[config.mk]
export PLATFORM = sky130hd
export DESIGN_NAME = ldld_out_queue
export DESIGN_NICKNAME = d
export VERILOG_FILES = /design/src/rtl/ldld_pkg.sv /design/src/rtl/ldld_out_queue.sv
export SDC_FILE = /design/constraint.sdc
export NUM_CORES = 1
export LEC_CHECK = 0
export CELL_PAD_IN_SITES_DETAIL_PLACEMENT = 0
export CELL_PAD_IN_SITES_GLOBAL_PLACEMENT = 2
export CORE_ASPECT_RATIO = 1.2
export CORE_MARGIN = 2
export CORE_UTILIZATION = 34
export DETAILED_ROUTE_END_ITERATION = 7
export DONT_BUFFER_PORTS = 1
export PLACE_DENSITY_LB_ADDON = 0.3
export SYNTH_ARGS = -nofsm -noshare
export SYNTH_HDL_FRONTEND = slang
export SYNTH_SLANG_ARGS = --single-unit
[constraint.sdc]
create_clock -name clk -period 4.3 [get_ports clk]
set_input_delay 0.86 -clock clk [delete_from_list [all_inputs] [get_ports clk]]
set_output_delay 0.86 -clock clk [all_outputs]
set_load 0.005 [all_outputs]
[src/rtl/ldld_pkg.sv]
`timescale 1ns / 1ps
package ldld_pkg;

  localparam int LAG_W      = 4;
  localparam int LINE_NUM_W = 32;
  localparam int LINE_LEN_W = 10;
  localparam int DATA_W     = 32;
  localparam int CFG_ADDR_W = 3;

  localparam logic [7:0]       NEWLINE_CODE = 8'd10;
  localparam logic [7:0]       ZERO_BYTE    = 8'd0;
  localparam logic [LAG_W-1:0] LAG_RESET    = 4'd1;

  // Register index, taken from the word-address bit of paddr.
  localparam logic REG_IDX_LAG = 1'b0;

  typedef struct packed {
    logic [LINE_NUM_W-1:0] line_number;
    logic [LINE_LEN_W-1:0] line_length;
  } result_t;

endpackage

[src/rtl/ldld_out_queue.sv]
`timescale 1ns / 1ps
module ldld_out_queue (
  input  logic              clk,
  input  logic              rst_n,
  input  logic              push,
  input  ldld_pkg::result_t push_data,
  output logic              full,
  output logic              out_valid,
  input  logic              out_stall,
  output ldld_pkg::result_t out_data
);
  import ldld_pkg::*;

  logic [1:0] count_r, count_nxt;
  result_t    q0_r, q0_nxt;
  result_t    q1_r, q1_nxt;
  logic       pop;

  assign out_valid = (count_r != 2'd0);
  assign full      = (count_r == 2'd2);
  assign pop       = out_valid && !out_stall;
  assign out_data  = q0_r;

  always_comb begin
    count_nxt = count_r;
    q0_nxt    = q0_r;
    q1_nxt    = q1_r;
    case (count_r)
      2'd0: begin
        if (push) begin
          q0_nxt    = push_data;
          count_nxt = 2'd1;
        end
      end
      2'd1: begin
        if (pop && push) begin
          q0_nxt = push_data;
        end else if (push) begin
          q1_nxt    = push_data;
          count_nxt = 2'd2;
        end else if (pop) begin
          count_nxt = 2'd0;
        end
      end
      2'd2: begin
        if (pop) begin
          q0_nxt    = q1_r;
          count_nxt = 2'd1;
        end
      end
      default: begin
        count_nxt = 2'd0;
      end
    endcase
  end

  always_ff @(posedge clk) begin
    if (!rst_n) begin
      count_r <= 2'd0;
    end else begin
      count_r <= count_nxt;
    end
    q0_r <= q0_nxt;
    q1_r <= q1_nxt;
  end

  a_no_push_when_full: assert property (@(posedge clk) disable iff (!rst_n)
    full |-> !push)
    else $error("result pushed into a full output queue");

  a_pop_needs_entry: assert property (@(posedge clk) disable iff (!rst_n)
    pop |-> (count_r == 2'd1 || count_r == 2'd2))
    else $error("output queue popped while empty");

  a_push_grows: assert property (@(posedge clk) disable iff (!rst_n)
    (push && !pop && count_r == 2'd1) |=> (count_r == 2'd2))
    else $error("output queue lost a pushed result");

endmodule

==> results.cfg <==
[yosys]
ys_ff_latch = 86
synth_area_per_cell_sq_um = 22.6
netlist.top_cell.by_area = edfxtp_1
ys_warn_count = 0
synth.top_cell.area_share_pct = 74.9
synth_nets = 195
yosysSeqAreaShare_pct = 76.1
synth_area_sq_um = 3370
ys_types = 18
ys.flop_type = edfxtp_1
synth_edf_count = 84
synthArstFlopShare_pct = 0
synth_common_cells = edfxtp_1 (84), mux2_4 (38), buf_12 (4), mux2_2 (4), nor2_1 (3)
netlist_instances = 149
synth.area.top_cells = edfxtp_1 (75%), mux2_4 (17%), buf_12 (2.4%)
yosysMostFrequentCell = edfxtp_1

[detailed_routing]
dr.pass1.iters = 4
drt-total-wl_um = 5360
drc = 0
ant_nets = 0
wl_per_cell_um = 19.0
vias = 1271
drtIter0Drc = 54
via_per_inst = 4.51

[floorplan]
io_pins = 90
fp.coreArea_sq_um = 9560
die_y_um = 113
die_area_sq_um = 10700
std_cell_rows = 39
initial_core_util_pct = 35.2
dieWidth_um = 94.8

[clock_network]
cts_max_level = 3
cts_setup_buffers = 0
cts_sinks = 86
cts_tree = done
clk_pin_slew_ns = 0.06
cts_root_buffer = clkbuf_16
postCtsHoldBufs = 0
insertion_delay_ns = 0.32
cts_buffers = 9
cts_buffer_depth = 2
cts_resized = 0

[layout]
syn2layout_area_growth_pct = 10.8
multi_input_area_sq_um = 726
final.fill_count = 902
final-seq-area_sq_um = 2560
drive_above_1_share_pct = 39.0
final_nets = 204
antennaDiodeCount = 0

[critical_path]
critPathMaxFanout = 14
arrival_ns = 1.30
critPathMaxStageDelay_ns = 0.54
crit_buf_inv = 0
end_kind = primary output
path_cells = nor2b_4
cp_top_family = simple AND/OR/NAND/NOR gates
cp-start-kind = flop
rrSetupSlack_ns = 2.30
slowest_stage = nor2b_4
worstPathRequired_ns = 3.44
path_class = flop to primary output

[grt]
grt_pass1_vias = 1384
grt_max_degree = 43
grt_pass1_wl_um = 8020
grt_use_total_pct = 10.4
antenna_found_initial = 0
grt_overflow = 0

[placement]
post-dp-hpwl_um = 3770
routabilityCongestion = 0.648
place.port_buffers = 0

[power_and_ir_drop]
power.leakage_nw = 1.27
vdd_ir_drop_max_mv = 0.170
powerDensity_nw_per_um2 = 476
power_mw = 1.78

[sta]
finalHoldViolCount = 0
finalCritPeriodShare_pct = 50.2
fmax_mhz = 463
drv_slew = 0
finalCriticalPeriod_ns = 2.16
tns_ns = 0
skew_ns = 0.00428
worstMarginPinSlew_ns = 1.01
relSlewSlack_pct = 32.8
grt_setup_unrepaired = no
setup_violations = 0

[hold_path]
hold_class = flop to flop

[run_status]
status = finished clean

[run]
cap_viol_max_count = 0
## registers in the layout, indices dropped and copies added, names as in the netlist
signal and count:
q1_r 42, count_r 2, out_data 42
## cell families after synthesis
group	share of synthesized area (%)
flip-flops	76.1
AND/OR/NAND/NOR	1.86
multiplexers	18.3
AO/OA/AOI/OAI	1.04
buffers and inverters	2.71
## placed cells by master, fill, tap and decap left out
cell | Yosys | routed
a211oi_1 | 1 | 1
a21oi_1 | 2 | 2
a22o_2 | 1 | 1
and2b_2 | 1 | 1
buf_4 | 0 | 3
bufinv_16 | 0 | 1
clkbuf_16 | 0 | 9
clkinv_2 | 0 | 2
dfxtp_1 | 2 | 2
edfxtp_1 | 84 | 84
mux2_2 | 4 | 4
mux2_4 | 38 | 38
nand2_1 | 2 | 2
nand2b_1 | 1 | 1
nand3b_1 | 1 | 1
nor2_1 | 3 | 3
nor2b_4 | 0 | 2
o21a_1 | 1 | 1
or2_2 | 1 | 1
## area by class of cell
class,instances,share of cell area (%)
clock buffers,9,6.04
clock inverters,3,1.07
multi-input cells,58,19.5
flip-flops and latches,86,68.7
well taps,123,4.13
repair buffers,3,0.604
## power breakdown
| group | leakage [nW] | internal (mW) | switching, mW | total (mW) |
|---|---|---|---|---|
| registers | 0.804 | 0.973 | 0.0204 | 0.994 |
| logic | 0.333 | 0.0388 | 0.0324 | 0.0713 |
| clock network | 0.133 | 0.434 | 0.276 | 0.710 |
## per-stage QoR
| step | area [sq um] | hold WS (ns) | utilization [%] | setup WS (ns) | std cells |
|---|---|---|---|---|---|
| after floorplan | 3370 | 0.523 | - | 0.939 | 149 |
| after global placement | 3460 | 0.528 | 36.2 | 1.96 | 270 |
| after detailed placement | 3460 | 0.534 | 36.2 | 1.88 | 270 |
| after CTS | 3730 | 0.546 | 39.0 | 2.10 | 282 |
| after global routing | 3730 | 0.555 | 39.0 | 1.99 | 282 |
| final | 3730 | 0.543 | 39.0 | 2.14 | 282 |
## worst paths after layout
check / from / to / cells after the start
worst max-delay path: count_r[1]$_SDFFE_PN0P_ / full / 1
worst min-delay path: q1_r[11]$_DFFE_PP_ / out_data[11]$_DFFE_PP_ / 1
worst max register to register: count_r[1]$_SDFFE_PN0P_ / out_data[26]$_DFFE_PP_ / 3
worst min register to register: q1_r[11]$_DFFE_PP_ / out_data[11]$_DFFE_PP_ / 1
## per-layer routing
layer | GRT usage, % | routed length (um) | up-vias
li1 | - | - | 595
met1 | 10.8 | 2060 | 617
met2 | 16.8 | 2700 | 53
met3 | 6.19 | 509 | 6
met4 | 4.35 | 89 | 0
met5 | 0 | 0 | -
Note: power is estimated with default switching activity, not from simulation.
