<file path="src/rtl/ldld_len_mem.sv">
`timescale 1ns / 1ps
module ldld_len_mem #(
  parameter int SLOTS = 16,
  parameter int LEN_W = 10
) (
  input  logic                     clk,
  input  logic                     wr_en,
  input  logic [$clog2(SLOTS)-1:0] wr_slot,
  input  logic [LEN_W-1:0]         wr_data,
  input  logic [$clog2(SLOTS)-1:0] rd_slot,
  output logic [LEN_W-1:0]         rd_data
);

  logic [LEN_W-1:0] mem [0:SLOTS-1];
  logic [LEN_W-1:0] rd_data_r;

  // Write-first: a read of the slot being written returns the new length.
  always_ff @(posedge clk) begin
    if (wr_en) begin
      mem[wr_slot] <= wr_data;
    end
    if (wr_en && (wr_slot == rd_slot)) begin
      rd_data_r <= wr_data;
    end else begin
      rd_data_r <= mem[rd_slot];
    end
  end

  assign rd_data = rd_data_r;

endmodule

</file>
<file path="config.mk">
export PLATFORM = sky130hd
export DESIGN_NAME = ldld_len_mem
export DESIGN_NICKNAME = d
export VERILOG_FILES = /design/src/rtl/ldld_len_mem.sv
export SDC_FILE = /design/constraint.sdc
export NUM_CORES = 1
export LEC_CHECK = 0
export BUFFER_PORTS_ARGS = -buffer_cell sky130_fd_sc_hd__buf_2
export CELL_PAD_IN_SITES_DETAIL_PLACEMENT = 1
export CELL_PAD_IN_SITES_GLOBAL_PLACEMENT = 1
export CORE_UTILIZATION = 35
export DETAILED_ROUTE_END_ITERATION = 8
export GPL_ROUTABILITY_DRIVEN = 0
export GPL_TIMING_DRIVEN = 0
export PLACE_DENSITY = 0.57
export SYNTH_ARGS = -nofsm -noshare
export SYNTH_HDL_FRONTEND = slang
export SYNTH_SLANG_ARGS = --single-unit
</file>
<file path="constraint.sdc">
create_clock -name clk -period 5.09 [get_ports clk]
set_input_delay 1.2725 -clock clk [delete_from_list [all_inputs] [get_ports clk]]
set_output_delay 1.2725 -clock clk [all_outputs]
set_load 0.01 [all_outputs]
</file>
==> results of run 1 <==
-- kinds of logic after synthesis --
kind of cell           Yosys count  share of synthesized area [%]
and+or+nand+nor                 37                           2.73
buffers and inverters           12                           1.32
DFF                            164                           78.4
muxes                           40                           15.2
AOI/OAI and AO/OA               20                           2.41
-- area by class of cell --
class / count / area share [%]
Sequential cell: 164 / 66.7
Multi-Input combinational cell: 97 / 17.6
Clock buffer: 20 / 5.96
Tap cell: 225 / 3.84
Timing Repair Buffer: 33 / 2.60
Clock inverter: 12 / 2.20
Buffer: 12 / 1.13
-- worst paths after layout --
| check | startpoint | to | slack [ns] | depth (start not counted) |
|---|---|---|---|---|
| max | register | rd_data[0] | 1.34 | 5 |
| min | rd_slot[1] | register | 0.95 | 1 |
-- metrics by stage --
step	instance area, um2	util (%)	power (mW)	hold slack [ns]	cells
final	7320	42.2	2.96	0.950	563
after global routing	7320	42.2	3.05	0.934	563
after CTS	7320	42.2	2.99	0.932	563
after detailed placement	6730	38.7	1.70	1.38	531
after global placement	6660	38.4	1.69	1.38	527
after floorplan	6230	-	1.63	1.30	273
-- per-layer routing --
metal / track usage (%) / routed length (um)
met2: 25.6 / 6720
met3: 3.25 / 562
met1: 20.1 / 5540
met4: 7.93 / 366
met5: 0 / 0
-- cells in the final DEF, fill, tap and decap left out, drive strengths merged --
| master | synthesis | layout |
|---|---|---|
| clkinv | 0 | 6 |
| bufinv | 0 | 4 |
| buf | 10 | 43 |
| or3b | 1 | 1 |
| clkinvlp | 0 | 2 |
| mux4 | 40 | 40 |
| edfxtp | 160 | 160 |
| nor2 | 13 | 13 |
| nand3b | 2 | 2 |
| nand2 | 11 | 11 |
| a22oi | 20 | 20 |
| dfxtp | 4 | 4 |
| nor2b | 2 | 2 |
| and2 | 1 | 1 |
| clkbuf | 2 | 22 |
| nand3 | 1 | 1 |
| nor3 | 4 | 4 |
| nand2b | 2 | 2 |
-- power groups by stage --
stage	Combinational (mW)	Clock [mW]	Sequential (mW)
floorplan	0.0836	0	1.54
global placement	0.148	0	1.54
detailed placement	0.154	0	1.55
CTS	0.155	1.32	1.52
global route	0.163	1.36	1.52
finish	0.151	1.29	1.52
==> impl_results.md, run 1 <==
- Cell taking the most area after synthesis: edfxtp_1
- Max_cap viols: 0
- Peak VDD IR: 0.205 mV
- Critical Path Fanout Max: 10
- Vias in the first global route: 3050
- Cells after Synth: 273
- Post-synth net total: 293
- CTS Root Cell: clkbuf_16
- Global-route wire length before repair: 19.4 mm
- Crit-path cells: clkbuf_1 > mux4_1 > a22oi_1 > nand2_1 > buf_2
- CTS tree: done
- Setup CP Type: register to primary output
- CTS sink cnt: 164
- FF+latch count, synth: 164
- Psw: 0.577 mW
- Synth top area share: 77.1%
- CORE AREA: 17400 um2
- Distinct cells, synth: 19
- Antenna Nets Post-Route: 0
- EDFF count, synth: 160
- Antenna violations before repair: 0
- Sequential cell area: 4880 um2
- Final wirelength: 13.2 mm
- Slew Viols, Final: 0
- Post-Syn Area: 6230 um2
- Fin crit share: 73.7%
- Site Rows: 48
- Clock power frac: 43.7%
- Maximum clock frequency: 0.267 GHz
- PD cells: 404 nW/um2
- Critical Path Max Stage Delay: 0.58 ns
- Hold Vio Cnt, Final: 0
- Overall Global Routing Usage: 15.8%
- Sequential Power Share: 51.2%
- Final worst slack: 1.34 ns
- Vias post-DR: 2876
- DIE HEIGHT: 135 um
- Post-CTS Repair Setup Buffers: 0
- Layout Nets: 345
- Synth top cells by count: edfxtp_1, mux4_2, a22oi_1, nor2_1, mux4_1
- Clk buf depth: 2
- WP data arrival: 2.48 ns
- Width of the die: 135 um
- PortBufs: 29
- WL per Instance: 23.4 um
- Area grow syn2layout: 17.5%
- GR Overflow Total: 0
- Drt pass-1 iters: 4
- CP startpoint kind: register
- Worst-margin pin slew: 1.18 ns
- Synth area leaders: edfxtp_1, mux4_2, mux4_1
- Htree depth: 4
- Post-route DRC: 0
- Iteration-0 DRC Markers: 169
- Largest net degree at the start of global routing: 17
- Boundary Pins: 30
- Hold Path Class: primary input to register
- Pint: 2.38 mW
- # diodes: 0
- Biggest regs: mem (160)
- Area of the multi-input gates: 1290 um2
- YS warnings: 0
- Worst path bufs/invs: 2
- DP HPWL: 8.25 mm
- Cts repair resizes: 0
- Initial Utilization: 35.9%
- Status: complete, no violations
- Asr flop ratio synth: 0%
- DIE AREA: 18300 um2
- Seq/Total Area, Yosys: 78.4%
- # hold bufs at CTS: 0
- Max reg flops: 160
- Most frequent cell after synthesis: edfxtp_1
- Net Sw Frac: 19.5%
- Critical-path top delay cell: clkbuf_1
- Logic pwr share: 5.1%
- Dominant synthesized flop cell: edfxtp_1
- Crit end category: primary output
- Final setup fails: 0
- Max-slew headroom: 20.9%
- Tmin final: 3.75 ns
- Clock slew at reported path FFs: 0.06 ns
- RSZ-0062 raised after global routing: no
- Syn_area_per_cell: 22.8 um2
- Fraction of layout cells with a size suffix above 1: 28.4%
- Largest Register: mem
- Leakage: 2.38 nW
- Final TNS setup: 0 ns
- Total CTS buffers: 17
- Top delay family on crit path: buffers and inverters
- # fillers: 1606
- Via density: 5.11
- Post-place setup slack: 1.75 ns
- Worst path required time: 3.82 ns
(Power assumes the default switching activity.)
==> inputs of run 2 (changes only) <==
--- a/config.mk
+++ b/config.mk
@@ -12,7 +12,7 @@
 export DETAILED_ROUTE_END_ITERATION = 8
 export GPL_ROUTABILITY_DRIVEN = 0
 export GPL_TIMING_DRIVEN = 0
-export PLACE_DENSITY = 0.57
+export PLACE_DENSITY = 0.59
 export SYNTH_ARGS = -nofsm -noshare
 export SYNTH_HDL_FRONTEND = slang
 export SYNTH_SLANG_ARGS = --single-unit
==> constraint.sdc (replaced) <==
create_clock -name clk -period 3.4 [get_ports clk]
set_input_delay 0.85 -clock clk [delete_from_list [all_inputs] [get_ports clk]]
set_output_delay 0.85 -clock clk [all_outputs]
set_load 0.01 [all_outputs]
==> run 2 against run 1 <==
Net effect: sequential power increased by 49%; first-iteration DRC count increased by 22%; clock power increased by 46%; largest cell class unchanged.
==> impl_results.md, run 2 (synthesized netlist as in run 1, its figures left out) <==
- Status: complete, no violations
- Area grow syn2layout: 17.1%
- DP HPWL: 8.48 mm (+2.9%)
- PD cells: 599 nW/um2 (+48%)
- Most frequent cells in the layout: edfxtp_1, buf_2, mux4_2
- Hold Path Class: primary input to register
- Worst-margin pin slew: 1.19 ns (+0.00820 ns)
- Antenna violations before repair: 0 (unchanged)
- Vias in the first global route: 3208 (+5.2%)
- Area of the multi-input gates: 1290 um2 (unchanged)
- Cts repair resizes: 1 (+1)
- Fin area: 7300 um2 (-0.32%)
- # fillers: 1622 (+1.0%)
- Fraction of layout cells with a size suffix above 1: 29.1% (+0.68 points)
- Drt pass-1 iters: 4 (unchanged)
- Via density: 5.05 (-1.2%)
- Largest Register: mem
- RSZ-0062 raised after global routing: no
- Antenna Nets Post-Route: 0 (unchanged)
- Largest net degree at the start of global routing: 17 (unchanged)
- Max layer used: met4
- Peak VDD IR: 0.339 mV (+65%)
- Global-route wire length before repair: 20.0 mm (+3.0%)
- Post-layout utilization of the core: 42.1% (-0.14 points)
- CORE AREA: 17400 um2 (unchanged)
- Total CTS buffers: 17 (unchanged)
- Maximum clock frequency: 0.306 GHz
- Post-route DRC: 0 (unchanged)
- Post-CTS Repair Setup Buffers: 0 (unchanged)
- Layout Nets: 345 (unchanged)
- Width of the die: 135 um (unchanged)
- Critical Path Fanout Max: 10 (unchanged)
- Placed cell area: 6730 um2 (unchanged)
- Sequential cell area: 4880 um2 (unchanged)
- PortBufs: 29 (unchanged)
- Fin crit share: 96.1%
- Max_cap viols: 0 (unchanged)
- Critical Path Max Stage Delay: 0.53 ns (-0.05 ns)
- Htree depth: 4 (unchanged)
- Met3 wire len: 357 um (-36%)
- Initial Utilization: 35.9% (unchanged)
- WL per Instance: 23.4 um (about the same)
- DIE AREA: 18300 um2 (unchanged)
- GR Overflow Total: 0 (unchanged)
- Commonest non-fill, non-tap cell in the layout: edfxtp_1
- Top delay family on crit path: buffers and inverters
- Site Rows: 48 (unchanged)
- Biggest regs: mem (160)
- Vias post-DR: 2837 (-1.4%)
- Boundary Pins: 30 (unchanged)
- Routed wl met2: 6.82 mm (+1.6%)
- Final TNS setup: 0 ns (unchanged)
- Cell Count, Final, Fillers Out: 562 (-0.18%)
- Overall Global Routing Usage: 16.0% (+0.21 points)
- Worst path required time: 2.55 ns (-1.27 ns)
- Crit end category: primary output
- WP data arrival: 2.42 ns (-0.06 ns)
- Final wirelength: 13.2 mm (-0.14%)
- DIE HEIGHT: 135 um (unchanged)
- CTS sink cnt: 164 (unchanged)
- CTS Root Cell: clkbuf_16
- Crit-path cells: clkbuf_1 > mux4_1 > a22oi_1 > nand2_1 > buf_2
- Tmin final: 3.27 ns
- Setup CP Type: register to primary output
- Iteration-0 DRC Markers: 207 (+22%)
- Clk buf depth: 2 (unchanged)
- Max-slew headroom: 20.3% (-0.55 points)
- CP startpoint kind: register
- Critical-path top delay cell: clkbuf_1
- Leakage: 2.37 nW (-0.43%)
- Worst path bufs/invs: 2 (unchanged)
- # hold bufs at CTS: 0 (unchanged)
- Total placed cells including tap cells: 531 (unchanged)
- Max reg flops: 160 (unchanged)
- Hold Vio Cnt, Final: 0 (unchanged)
- Final setup fails: 0 (unchanged)
- Slew Viols, Final: 0 (unchanged)
- # diodes: 0 (unchanged)
- Met1 WL: 5.83 mm (+5.2%)
- Clock slew at reported path FFs: 0.06 ns (about the same)
- CTS tree: done
==> run 2: cell count changes in the layout (fill, tap and decap cells not counted), sizes merged <==
| cell | change |
|---|---|
| clkinv | -1 |
| bufinv | -1 |
| clkinvlp | +1 |
==> run 2: per-layer routing <==
layer	GRT usage (%)	up-vias
li1	-	1271
met1	20.1	1508
met2	27.3	45
met3	3.70	13
met4	5.06	0
met5	0	-
==> run 2: final timing paths <==
check	start	to	cells after the start
worst max-delay path	register	rd_data[7]	5
worst min-delay path	rd_slot[1]	register	1
==> run 2: layout make-up <==
cell class                 count  area share, %
sequential                   164           66.9
clock inverter                11           1.87
timing repair buffer          33           2.61
clock buffer                  20           5.98
buffer                        12           1.15
multi-input combinational     97           17.6
tap                          225           3.86
==> run 2: where the power goes <==
group	leakage [nW]	total [mW]	switching [mW]	internal [mW]
Sequential	1.48	2.27	0.0103	2.26
Clock	0.273	1.88	0.734	1.14
Combinational	0.613	0.224	0.133	0.0908
==> run 2: stage by stage <==
| stage | hold slack, ns | total power, mW | worst slack, ns |
|---|---|---|---|
| 3_5_place_dp | 0.956 | 2.55 | 0.443 |
| 4_1_cts | 0.522 | 4.40 | 0.0300 |
| 2_1_floorplan | 0.878 | 2.44 | 0.991 |
| 5_1_grt | 0.526 | 4.49 | 0.0215 |
| 6_report | 0.537 | 4.37 | 0.131 |
| 3_3_place_gp | 0.953 | 2.53 | 0.133 |
==> inputs of run 3 (changes only) <==
--- a/config.mk
+++ b/config.mk
@@ -8,6 +8,7 @@
 export BUFFER_PORTS_ARGS = -buffer_cell sky130_fd_sc_hd__buf_2
 export CELL_PAD_IN_SITES_DETAIL_PLACEMENT = 1
 export CELL_PAD_IN_SITES_GLOBAL_PLACEMENT = 1
+export CORE_ASPECT_RATIO = 1.4
 export CORE_UTILIZATION = 35
 export DETAILED_ROUTE_END_ITERATION = 8
 export GPL_ROUTABILITY_DRIVEN = 0
==> run 3 against run 2 <==
Net effect: sequential share of layout area hardly changed; sequential power about the same; design area is essentially flat; clock-buffer cell count fell by 2; global-route usage shrank 0.12 points; critical path type unchanged; largest cell class unchanged.
==> impl_results.md, run 3 (synthesized netlist as in run 1, its figures left out) <==
- Global-route wire length before repair: 19.8 mm (-0.97%)
- Critical Path Fanout Max: 10 (unchanged)
- Final wirelength: 13.4 mm (+1.7%)
- Htree depth: 4 (unchanged)
- Worst Setup EP: rd_data[8]
- Area grow syn2layout: 17.1% (about the same)
- Final worst slack: 0.193 ns (+0.0618 ns)
- Total CTS buffers: 17 (unchanged)
- CTS sink cnt: 164 (unchanged)
- Max reg flops: 160 (unchanged)
- Final TNS setup: 0 ns (unchanged)
- WP data arrival: 2.36 ns (-0.06 ns)
- DIE HEIGHT: 160 um (+18%)
- # diodes: 0 (unchanged)
- Max-slew headroom: 29.8% (+9.5 points)
- Fraction of layout cells with a size suffix above 1: 29.2% (+0.087 points)
- CTS tree: done
- Clock slew at reported path FFs: 0.06 ns (about the same)
- Iteration-0 DRC Markers: 249 (+20%)
- Fin crit share: 94.3% (-1.8 points)
- Critical Path Max Stage Delay: 0.54 ns (about the same)
- Layout Nets: 343 (-0.58%)
- Hold Path Class: primary input to register
- Critical-path top delay cell: clkbuf_1
- Slew Viols, Final: 0 (unchanged)
- Commonest non-fill, non-tap cell in the layout: edfxtp_1
- Largest Register: mem
- Antenna violations before repair: 0 (unchanged)
- Boundary Pins: 30 (unchanged)
- Total placed cells including tap cells: 540 (+1.7%)
- Width of the die: 115 um (-15%)
- Worst path bufs/invs: 2 (unchanged)
- Clk buf depth: 2 (unchanged)
- WL per Instance: 23.4 um (about the same)
- Net Sw Frac: 21.4% (+1.3 points)
- Post-layout utilization of the core: 41.9% (-0.12 points)
- Pint: 3.44 mW (-1.5%)
- Largest net degree at the start of global routing: 17 (unchanged)
- PD cells: 600 nW/um2 (+0.15%)
- Vias post-DR: 2876 (+1.4%)
- Leakage: 2.35 nW (-0.51%)
- Post-place setup slack: 0.500 ns (+0.0573 ns)
- Psw: 0.936 mW (+6.7%)
- Final setup fails: 0 (unchanged)
- Status: complete, no violations
- Maximum clock frequency: 0.312 GHz (+1.9%)
- DP HPWL: 8.71 mm (+2.7%)
- Site Rows: 57 (+19%)
- Post-route DRC: 0 (unchanged)
- Crit end category: primary output
- Drt pass-1 iters: 4 (unchanged)
- CTS Root Cell: clkbuf_16
- DIE AREA: 18400 um2 (about the same)
- Hold Vio Cnt, Final: 0 (unchanged)
- CP startpoint kind: register
- PortBufs: 29 (unchanged)
- Worst path required time: 2.55 ns (about the same)
- Fin area: 7300 um2 (about the same)
- Most frequent cells in the layout: edfxtp_1, buf_2, mux4_2
- Placed cell area: 6720 um2 (-0.13%)
- Hold path start: rd_slot[0]
- Crit-path cells: clkbuf_1 > mux4_2 > a22oi_1 > nand2_1 > buf_2
- CORE AREA: 17400 um2 (+0.26%)
- Biggest regs: mem (160)
- Hold path cells: 1 (unchanged)
- Peak VDD IR: 0.338 mV (-0.31%)
- Tmin final: 3.21 ns (-0.0618 ns)
- Clock power frac: 42.8% (about the same)
- Logic pwr share: 5.3% (+0.2 points)
- Overall Global Routing Usage: 15.8% (-0.12 points)
- Worst-margin pin slew: 1.05 ns (-0.142 ns)
- GR Overflow Total: 0 (unchanged)
- Sequential Power Share: 51.9% (about the same)
- Cell Count, Final, Fillers Out: 572 (+1.8%)
- Via density: 5.03 (-0.40%)
- Top delay family on crit path: buffers and inverters
- Post-CTS Repair Setup Buffers: 0 (unchanged)
- Antenna Nets Post-Route: 0 (unchanged)
- Vias in the first global route: 3030 (-5.5%)
- Crit path depth: 5 (unchanged)
- RSZ-0062 raised after global routing: no
- Setup CP Type: register to primary output
- # hold bufs at CTS: 0 (unchanged)
- Initial Utilization: 35.8% (-0.093 points)
- Max_cap viols: 0 (unchanged)
run 3: cell count changes in the layout (fill, tap and decap cells not counted):
| cell | before | now |
|---|---|---|
| clkinv_2 | 4 | 0 |
| bufinv_16 | 3 | 2 |
| clkinv_1 | 1 | 2 |
| clkinv_4 | 0 | 2 |
| buf_6 | 5 | 3 |
| clkbuf_1 | 4 | 2 |
| inv_6 | 0 | 5 |
run 3: how the worst min path moves through the flow:
stage	endpoint	slack, ns
6_report	register	0.53
5_1_grt	register	0.52
4_1_cts	register	0.52
3_5_place_dp	register	0.95
3_3_place_gp	register	0.95
2_1_floorplan	register	0.88
run 3: final cells by class:
type                    instances  area, um2
multi-input cells              97       1290
fillers                      1662      10100
plain buffers                  12       83.8
clock buffers                  18        429
well taps                     236        295
repair buffers                 31        168
clock inverters                14        151
flip-flops and latches        164       4880
run 3: what timing repair did:
action,in CTS,in global routing
endpoints found under the setup margin,0,1
hold endpoints to repair,0,0
resized for setup,0,2
run 3: layer usage:
layer	global-route usage (%)	up-vias	share of wire [%]
met4	6.49	0	1.5
li1	-	1270	-
met1	20.2	1522	42
met3	2.62	13	3.2
met2	26.8	71	53
met5	0	-	0
run 3: per-stage QoR:
step	hold WS, ns	power, mW
floorplan	0.878	2.44
global placement	0.954	2.54
detailed placement	0.955	2.55
CTS	0.516	4.41
global route	0.516	4.50
finish	0.533	4.38
run 3: power groups by stage:
stage	registers (mW)	clock network (mW)	logic (mW)
after floorplan	2.31	0	0.125
after global placement	2.31	0	0.228
after detailed placement	2.31	0	0.237
after CTS	2.27	1.90	0.238
after global routing	2.27	1.97	0.251
final	2.27	1.87	0.232
